[src/hdl/rmzyx_pkg.sv]
// rmzyx_pkg: shared constants, types and the arctangent table for the
// rotation matrix to zyx euler core. No dependencies.
`timescale 1ns / 1ps
`default_nettype none
package rmzyx_pkg;

	localparam int CW               = 36;
	localparam int ACC_FRAC         = 24;
	localparam int GUARD_BITS       = 16;
	localparam int SQRT_STAGES      = 32;
	localparam int MAX_STEPS        = 32;
	localparam int ANGLE_FRAC_DEF   = 8;
	localparam int CORDIC_ITER_DEF  = 16;
	localparam int EPS_W            = 15;
	localparam logic [EPS_W-1:0] EPS_RESET = 15'd1;
	localparam logic signed [CW-1:0] DEG180_Q24 = 36'sd3019898880;

	typedef struct packed {
		logic signed [23:0] tx;
		logic signed [23:0] ty;
		logic signed [23:0] tz;
		logic signed [15:0] r00;
		logic signed [15:0] r10;
		logic signed [15:0] r20;
		logic signed [15:0] r21;
		logic signed [15:0] r22;
		logic signed [15:0] r11;
		logic signed [15:0] r12;
	} side_t;

	typedef struct packed {
		logic signed [23:0] tx;
		logic signed [23:0] ty;
		logic signed [23:0] tz;
		logic               lock;
	} tail_t;

	// atan(2^-i) in degrees * 2^24
	function automatic logic signed [CW-1:0] atan_q24(input int i);
		logic signed [CW-1:0] v;
		case (i)
			0: v = 36'sd754974720;
			1: v = 36'sd445687602;
			2: v = 36'sd235489088;
			3: v = 36'sd119537938;
			4: v = 36'sd60000934;
			5: v = 36'sd30029717;
			6: v = 36'sd15018523;
			7: v = 36'sd7509720;
			8: v = 36'sd3754917;
			9: v = 36'sd1877466;
			10: v = 36'sd938734;
			11: v = 36'sd469367;
			12: v = 36'sd234684;
			13: v = 36'sd117342;
			14: v = 36'sd58671;
			15: v = 36'sd29335;
			16: v = 36'sd14668;
			17: v = 36'sd7334;
			18: v = 36'sd3667;
			19: v = 36'sd1833;
			20: v = 36'sd917;
			21: v = 36'sd458;
			22: v = 36'sd229;
			23: v = 36'sd115;
			24: v = 36'sd57;
			25: v = 36'sd29;
			26: v = 36'sd14;
			27: v = 36'sd7;
			28: v = 36'sd4;
			29: v = 36'sd2;
			30: v = 36'sd1;
			default: v = '0;
		endcase
		return v;
	endfunction

endpackage
`default_nettype wire

[src/hdl/rmzyx_isqrt.sv]
// rmzyx_isqrt: pipelined digit-by-digit square root of sum * 2^32,
// one result bit per stage. Depends on rmzyx_pkg.
`timescale 1ns / 1ps
`default_nettype none
module rmzyx_isqrt import rmzyx_pkg::*; (
	input  wire logic        clk,
	input  wire logic [31:0] sum_in,
	output logic      [31:0] root_out
);

	logic [CW-1:0] rem_s  [0:SQRT_STAGES];
	logic [31:0]   root_s [0:SQRT_STAGES];
	logic [31:0]   src_s  [0:SQRT_STAGES];

	assign rem_s[0]  = '0;
	assign root_s[0] = '0;
	assign src_s[0]  = sum_in;

	for (genvar k = 0; k < SQRT_STAGES; k++) begin : g_stage
		logic [CW-1:0] rem2;
		logic [CW-1:0] trial;
		assign rem2  = {rem_s[k][CW-3:0], src_s[k][31:30]};
		assign trial = {2'b00, root_s[k], 2'b01};
		always_ff @(posedge clk) begin
			src_s[k+1] <= {src_s[k][29:0], 2'b00};
			if (rem2 >= trial) begin
				rem_s[k+1]  <= rem2 - trial;
				root_s[k+1] <= {root_s[k][30:0], 1'b1};
			end else begin
				rem_s[k+1]  <= rem2;
				root_s[k+1] <= {root_s[k][30:0], 1'b0};
			end
		end
	end

	assign root_out = root_s[SQRT_STAGES];

endmodule
`default_nettype wire

[config.mk]
export PLATFORM = sky130hd
export DESIGN_NAME = rmzyx_isqrt
export DESIGN_NICKNAME = d
export VERILOG_FILES = /design/src/hdl/rmzyx_pkg.sv /design/src/hdl/rmzyx_isqrt.sv
export SDC_FILE = /design/constraint.sdc
export NUM_CORES = 2
export LEC_CHECK = 0
export BUFFER_PORTS_ARGS = -buffer_cell sky130_fd_sc_hd__clkbuf_2
export CAP_MARGIN = 5
export CORE_MARGIN = 1
export CORE_UTILIZATION = 50
export DETAILED_ROUTE_END_ITERATION = 12
export GPL_TIMING_DRIVEN = 0
export PLACE_DENSITY = 0.74
export SYNTH_ARGS = -nofsm -noshare
export SYNTH_HDL_FRONTEND = slang
export SYNTH_SLANG_ARGS = --single-unit
export TNS_END_PERCENT = 30
[constraint.sdc]
create_clock -name clk -period 3.3 [get_ports clk]
set_clock_uncertainty 0.15 [all_clocks]
set_input_delay 0.165 -clock clk [delete_from_list [all_inputs] [get_ports clk]]
set_output_delay 0.165 -clock clk [all_outputs]
set_load 0.005 [all_outputs]
# --- After elaboration in Yosys (flattened, before gate mapping) ---
# Cells that the tools add are included.
totals:
  ramBits: 0
  reg_bits: 1791
  romBits: 0
  latch_bits: 0
  output_inout_bits: 32
  wordCells: 220
  in_bits: 33
  memories: 0
op_classes:
  n_div: 0
  n_shift: 0
  n_lt_le_gt_ge: 32
  n_reduce_logical: 0
  addsub: 31
  n_eq_ne: 0
  n_mul: 0
  n_mux: 63
  n_bitwise: 0
op_table:
  columns: ["op", "count"]
  rows:
  - ["$mux W34", 30]
  - ["$ge A36 B10 Y1", 1]
  - ["$ge A36 B11 Y1", 1]
  - ["$ge A36 B12 Y1", 1]
  - ["$ge A36 B13 Y1", 1]
  - ["$ge A36 B14 Y1", 1]
  - ["$ge A36 B15 Y1", 1]
  - ["$ge A36 B16 Y1", 1]
  - ["$ge A36 B17 Y1", 1]
  - ["$ge A36 B18 Y1", 1]
  - ["$ge A36 B19 Y1", 1]
  - ["$ge A36 B20 Y1", 1]
  - ["$ge A36 B21 Y1", 1]
  - ["$ge A36 B22 Y1", 1]
  - ["$ge A36 B23 Y1", 1]
  - ["$ge A36 B24 Y1", 1]
  - ["$ge A36 B25 Y1", 1]
  - ["$ge A36 B26 Y1", 1]
  - ["$ge A36 B27 Y1", 1]
  - ["$ge A36 B28 Y1", 1]
  - ["$ge A36 B29 Y1", 1]
  - ["$ge A36 B3 Y1", 1]
  - ["$ge A36 B30 Y1", 1]
  - ["$ge A36 B31 Y1", 1]
  - ["42 further kinds", 73]

# --- Depth between registers and ports, before layout ---
depth:
  depth_word: 2
  ltp_mapped: 14
  ltp_nobuf: 14

# --- Worst setup path before layout ---
# No wires, ideal clock.
synth_path:
  path_type: "reg2reg"
  start: "reg rem_s, in the netlist g_stage[19].rem2[2]"
  end: "reg rem_s, in the netlist g_stage[20].rem2[11]"
  arrival_time_ps: 3269
  slack_ps: -252
  stages_incl_launch_ff: 12
  required_time_ps: 3017
  path_buffers: 2
  period_less_slack_ps: 3552
  setup_ps: 133
  path_cell_list: "dfxtp_1 -> ha_1 -> fa_1 -> a211oi_1 -> o21ai_0 -> a21oi_1 -> a2111oi_0 -> o21ai_0 -> o31ai_1 -> clkbuf_1 -> clkbuf_1 -> a21oi_1"
synth_between:
  elab_chain_len: 2
  elab_cells_between_ends: 3
  cone_classes: "add/sub (1); order compare (1); mux (1)"
synth_lines:
  columns: ["element", "line_no", "source"]
  rows:
  - ["start, declared", "rmzyx_isqrt.sv:11", "logic [CW-1:0] rem_s [0:SQRT_STAGES];"]
  - ["start signal, assigned by index", "rmzyx_isqrt.sv:27", "rem_s[k+1] <= rem2 - trial;"]
  - ["start signal, assigned by index", "rmzyx_isqrt.sv:30", "rem_s[k+1] <= rem2;"]
  - ["$sub A34 B21 Y34 / $ge A36 B21 Y1 (equally long branches)", "rmzyx_isqrt.sv:27, rmzyx_isqrt.sv:26", null]
  - ["$mux W34 *", "rmzyx_isqrt.sv:26", "if (rem2 >= trial) begin"]
# Mark *: on every way between the ends. The rest lies on a longest branch, timed or not.
# A chain may end at the register's enable or synchronous reset.

# --- Worst setup path in the final report ---
layout_path:
  start: "reg rem_s, in the netlist g_stage[14].rem2[18]"
  end: "reg rem_s, in the netlist g_stage[15].rem2[5]"
layout_between:
  elab_chain_len: 2
layout_lines:
  columns: ["element", "line_no"]
  rows:
  - ["$ge A36 B16 Y1", "rmzyx_isqrt.sv:26"]
  - ["$mux W34", "rmzyx_isqrt.sv:26"]
# Every way passes these cells.

==> summary.md <==
| Metric | Value |
|---|---|
| Multi-input logic area | `approximately 0.038 sq mm` |
| Cells after Synth | `between 7000 and 8000` |
| Most common cell after layout, fill and taps aside | `dfxtp_1` |
| Pin count of the biggest net entering global routing | `18` |
| Worst-path maximum fanout | `6` |
| Post-Place Setup Slack | `-1.370 ns` |
| Critical path class | `flip-flop to flip-flop` |
| Mapped Avg Cell Area | `9.450 sq um` |
| Via/cell ratio | `5.452` |
| Final worst slack | `-0.3888 ns` |
| Synth async-reset ratio | `0%` |
| Synth Register Bits | `1756` |
| Max Fclk | `271.1 MHz` |
| Failing checks | `setup timing` |
| DRT iter0 DRCs | `3152` |
| Min Clock Period, post-route | `3.689 ns` |
| CTS tree | `yes` |
| Class of the worst hold path | `flip-flop to flip-flop` |
| Ys flop type | `dfxtp_1` |
| Switching Share | `29.97%` |
| Post-synth EDFFs | `0` |
| YS warnings | `0` |
| Final Hold Vio Count | `0` |
| Detailed Place HPWL | `127.3 mm` |
| CP arrival | `roughly 4.3 ns` |
| Clock root cell | `clkbuf_16` |
| Final ANT Viol Nets | `0` |
| H-tree depth | `4` |
| FF+latch area | `0.03520 sq mm` |
| Sequential area share after synthesis | `a little under half` |
| Die Span Y | `387.8 um` |
| Layout cells sized above 1 | `about an eighth` |
| WL final | `about 170 mm` |
| Fin crit share | `111.8%` |
| Cell Pwr Density | `a little under 700 mW/mm^2` |
| Final instance area | `0.08756 sq mm` |
| Die area | `0.1504 sq mm` |
| Initial DRT Pass Iterations | `6` |
| Switching power total | `approximately 18 mW` |
| Worst ir drop on vdd | `0.5843 mV` |
| Max Cap Violations | `0` |
| Via count | `56740` |
| Sequential share of power | `46.5%` |
| Static Leak | `around 41 nW` |
| Vias in the first global route | `55735` |
| Net Count, Synth | `around 8500` |
| CTS buffer count | `173` |
| Synthesis-to-layout area growth | `17.69%` |
| Hold slack | `roughly 0.15 ns` |
| Core Area | `about 0.15 sq mm` |
| Setup TNS | `-16.73 ns` |
| Die X | `387.8 um` |
| GRT overflow | `0` |
| Req. time, crit path | `3.87 ns` |
| Post-layout nets | `around 8900` |
| Final setup vio count | `126` |
| Int Power | `42.66 mW` |
| # fillers | `12107` |
| All-layer global routing usage | `22.07%` |
| Residual DRC | `0` |
| IO Pins | `65` |
| First-pass GRT wire length | `274.7 mm` |
| Count of different cell masters after synthesis | `90` |
| Critical path capture point type | `flip-flop` |
| GPL Wtd Cong | `0.9239` |
| IO buf count | `64` |
| Initial Utilization | `50.39%` |
| DR WL/cell | `around 17 um` |
| Outcome | `finished, violations left` |
| Clock-pin transition on the worst setup and hold timing paths | `0.06 ns` |
| Cell Area, Synth | `0.07440 sq mm` |
| Finished Layout Cells | `10407` |
| Worst-Skew Late Latency | `0.82 ns` |
| Max_slew headroom | `24.95%` |
| Initial antenna violation count | `2` |
| CTS sink cnt | `roughly 1800` |
| Clock Path Buffers | `3` |
| Highest-count cells in the layout ignoring fill and taps | `1726 x dfxtp_1, 651 x inv_1, 607 x nand2_1, 513 x ha_1, 500 x nor2_1` |
| Clock group share of total power | `between 30 and 40%` |
| Worst slew pin tran | `around 1.1 ns` |
| Unrepaired setup endpoints after global routing | `true` |
| Max-slew violations | `0` |
| Critical Path Source Type | `flip-flop` |
| Logic pwr share | `19.8%` |
| Rows | `141` |
| Placed Instance Area | `0.07719 sq mm` |
| DP Cell Count | `9867` |
-- metrics by stage --
stage / total power [mW] / util, %
detailed placement: 39.61 / 52.28
global placement: 39.30 / 52.27
floorplan: 36.32 / -
global route: 63.98 / 59.30
CTS: 60.69 / 58.04
finish: 60.92 / 59.30
-- power by group through the flow --
stage,Clock (mW),Combinational (mW),Sequential (mW)
after floorplan,0,8.70,27.6
after global placement,0,10.8,28.5
after detailed placement,0,11.0,28.6
after CTS,20.9,11.6,28.2
after global routing,21.8,13.4,28.8
final,20.5,12.1,28.4
-- worst paths after layout --
check | end | start | cells after the start | slack (ns)
setup / recovery | g_stage[15].rem2[5] | g_stage[14].rem2[18] | 11 | -0.39
hold / removal | g_stage[18].trial[10] | g_stage[17].trial[9] | 0 | 0.15
setup reg to reg | g_stage[15].rem2[5] | g_stage[14].rem2[18] | 11 | -0.39
hold reg to reg | g_stage[18].trial[10] | g_stage[17].trial[9] | 0 | 0.15
-- area by class of cell --
type | count | share of cell area (%)
Timing Repair Buffer | 296 | 2.661
Buffer | 133 | 0.9874
Multi-Input combinational cell | 5317 | 43.55
Sequential cell | 1756 | 40.20
Clock buffer | 238 | 5.623
Tap cell | 1930 | 2.758
Inverter | 660 | 2.851
Antenna cell | 2 | 0.005716
Clock inverter | 75 | 1.360
-- logic make-up (layout without fill, tap and decap cells) --
family	Yosys count	after routing	share of synthesized area, %
compound gates	1673	1674	13.92
xor+xnor	803	803	9.453
fa+ha+maj	546	546	9.333
buf+inv	801	1402	4.080
flops	1756	1756	47.25
mux	101	101	1.515
other cells	1	3	0.005040
simple gates	2192	2192	14.44
-- sequential cells by signal, summed over array words and instances, names as in the netlist --
signal         flops
root_out          32
g_stage.rem2    1018
g_stage.trial    496
src_s            210
-- cell usage after synthesis (11+ instances only) --
cell type,n,share of area (%)
nand4_1,68,0.57
nor4_1,113,0.95
nor2b_1,63,0.53
dfxtp_1,1756,47
fa_1,15,0.40
mux2_2,93,1.4
nand2b_1,87,0.73
a21o_1,212,2.1
and2_1,18,0.15
o21ai_0,455,3.1
a31o_2,11,0.13
nand3b_1,24,0.24
nor3_1,225,1.5
o21bai_1,54,0.54
nand2_1,618,3.1
xnor2_1,391,4.6
or2_2,44,0.37
nor4b_1,13,0.15
a21boi_0,18,0.18
nand4b_1,13,0.15
nor2_1,521,2.6
nor3b_1,21,0.21
a31oi_1,44,0.37
xor2_1,412,4.8
inv_1,657,3.3
clkbuf_1,127,0.64
nand3_1,139,0.94
o21a_1,81,0.82
ha_1,531,8.9
a21oi_1,497,3.3
or3_1,88,0.74
a211o_1,12,0.14
a2111oi_0,13,0.15
or4_1,55,0.55
o31ai_1,55,0.55
and3_1,41,0.34
o211ai_1,37,0.37
o2111ai_1,12,0.14
a211oi_1,61,0.62
-- timing repair --
action	in CTS	in global routing
resized for setup	348	300
hold endpoints to repair	33	0
setup buffers	63	96
hold buffers	65	0
setup endpoints to repair	804	735
pin swaps	65	93
cloned	4	5
-- per-layer routing --
metal | share of wire, % | vias to the layer above | global-route usage [%]
li1 | - | 28106 | -
met1 | 41 | 26799 | 25.44
met2 | 52 | 1374 | 41.10
met3 | 4.0 | 461 | 2.923
met4 | 3.4 | 0 | 8.225
met5 | 0 | - | 0
-- critical path, cell delays in order, from the launching register on --
cell and delay (ns):
dfxtp_4 0.35, or4_4 0.55, or4b_4 0.52, or4_4 0.44
or3_4 0.36, or4_4 0.45, nor3_4 0.17, buf_6 0.18
buf_4 0.13, buf_8 0.11, nand2_1 0.08, o31ai_2 0.08
Note: power is estimated with default switching activity, not from simulation.
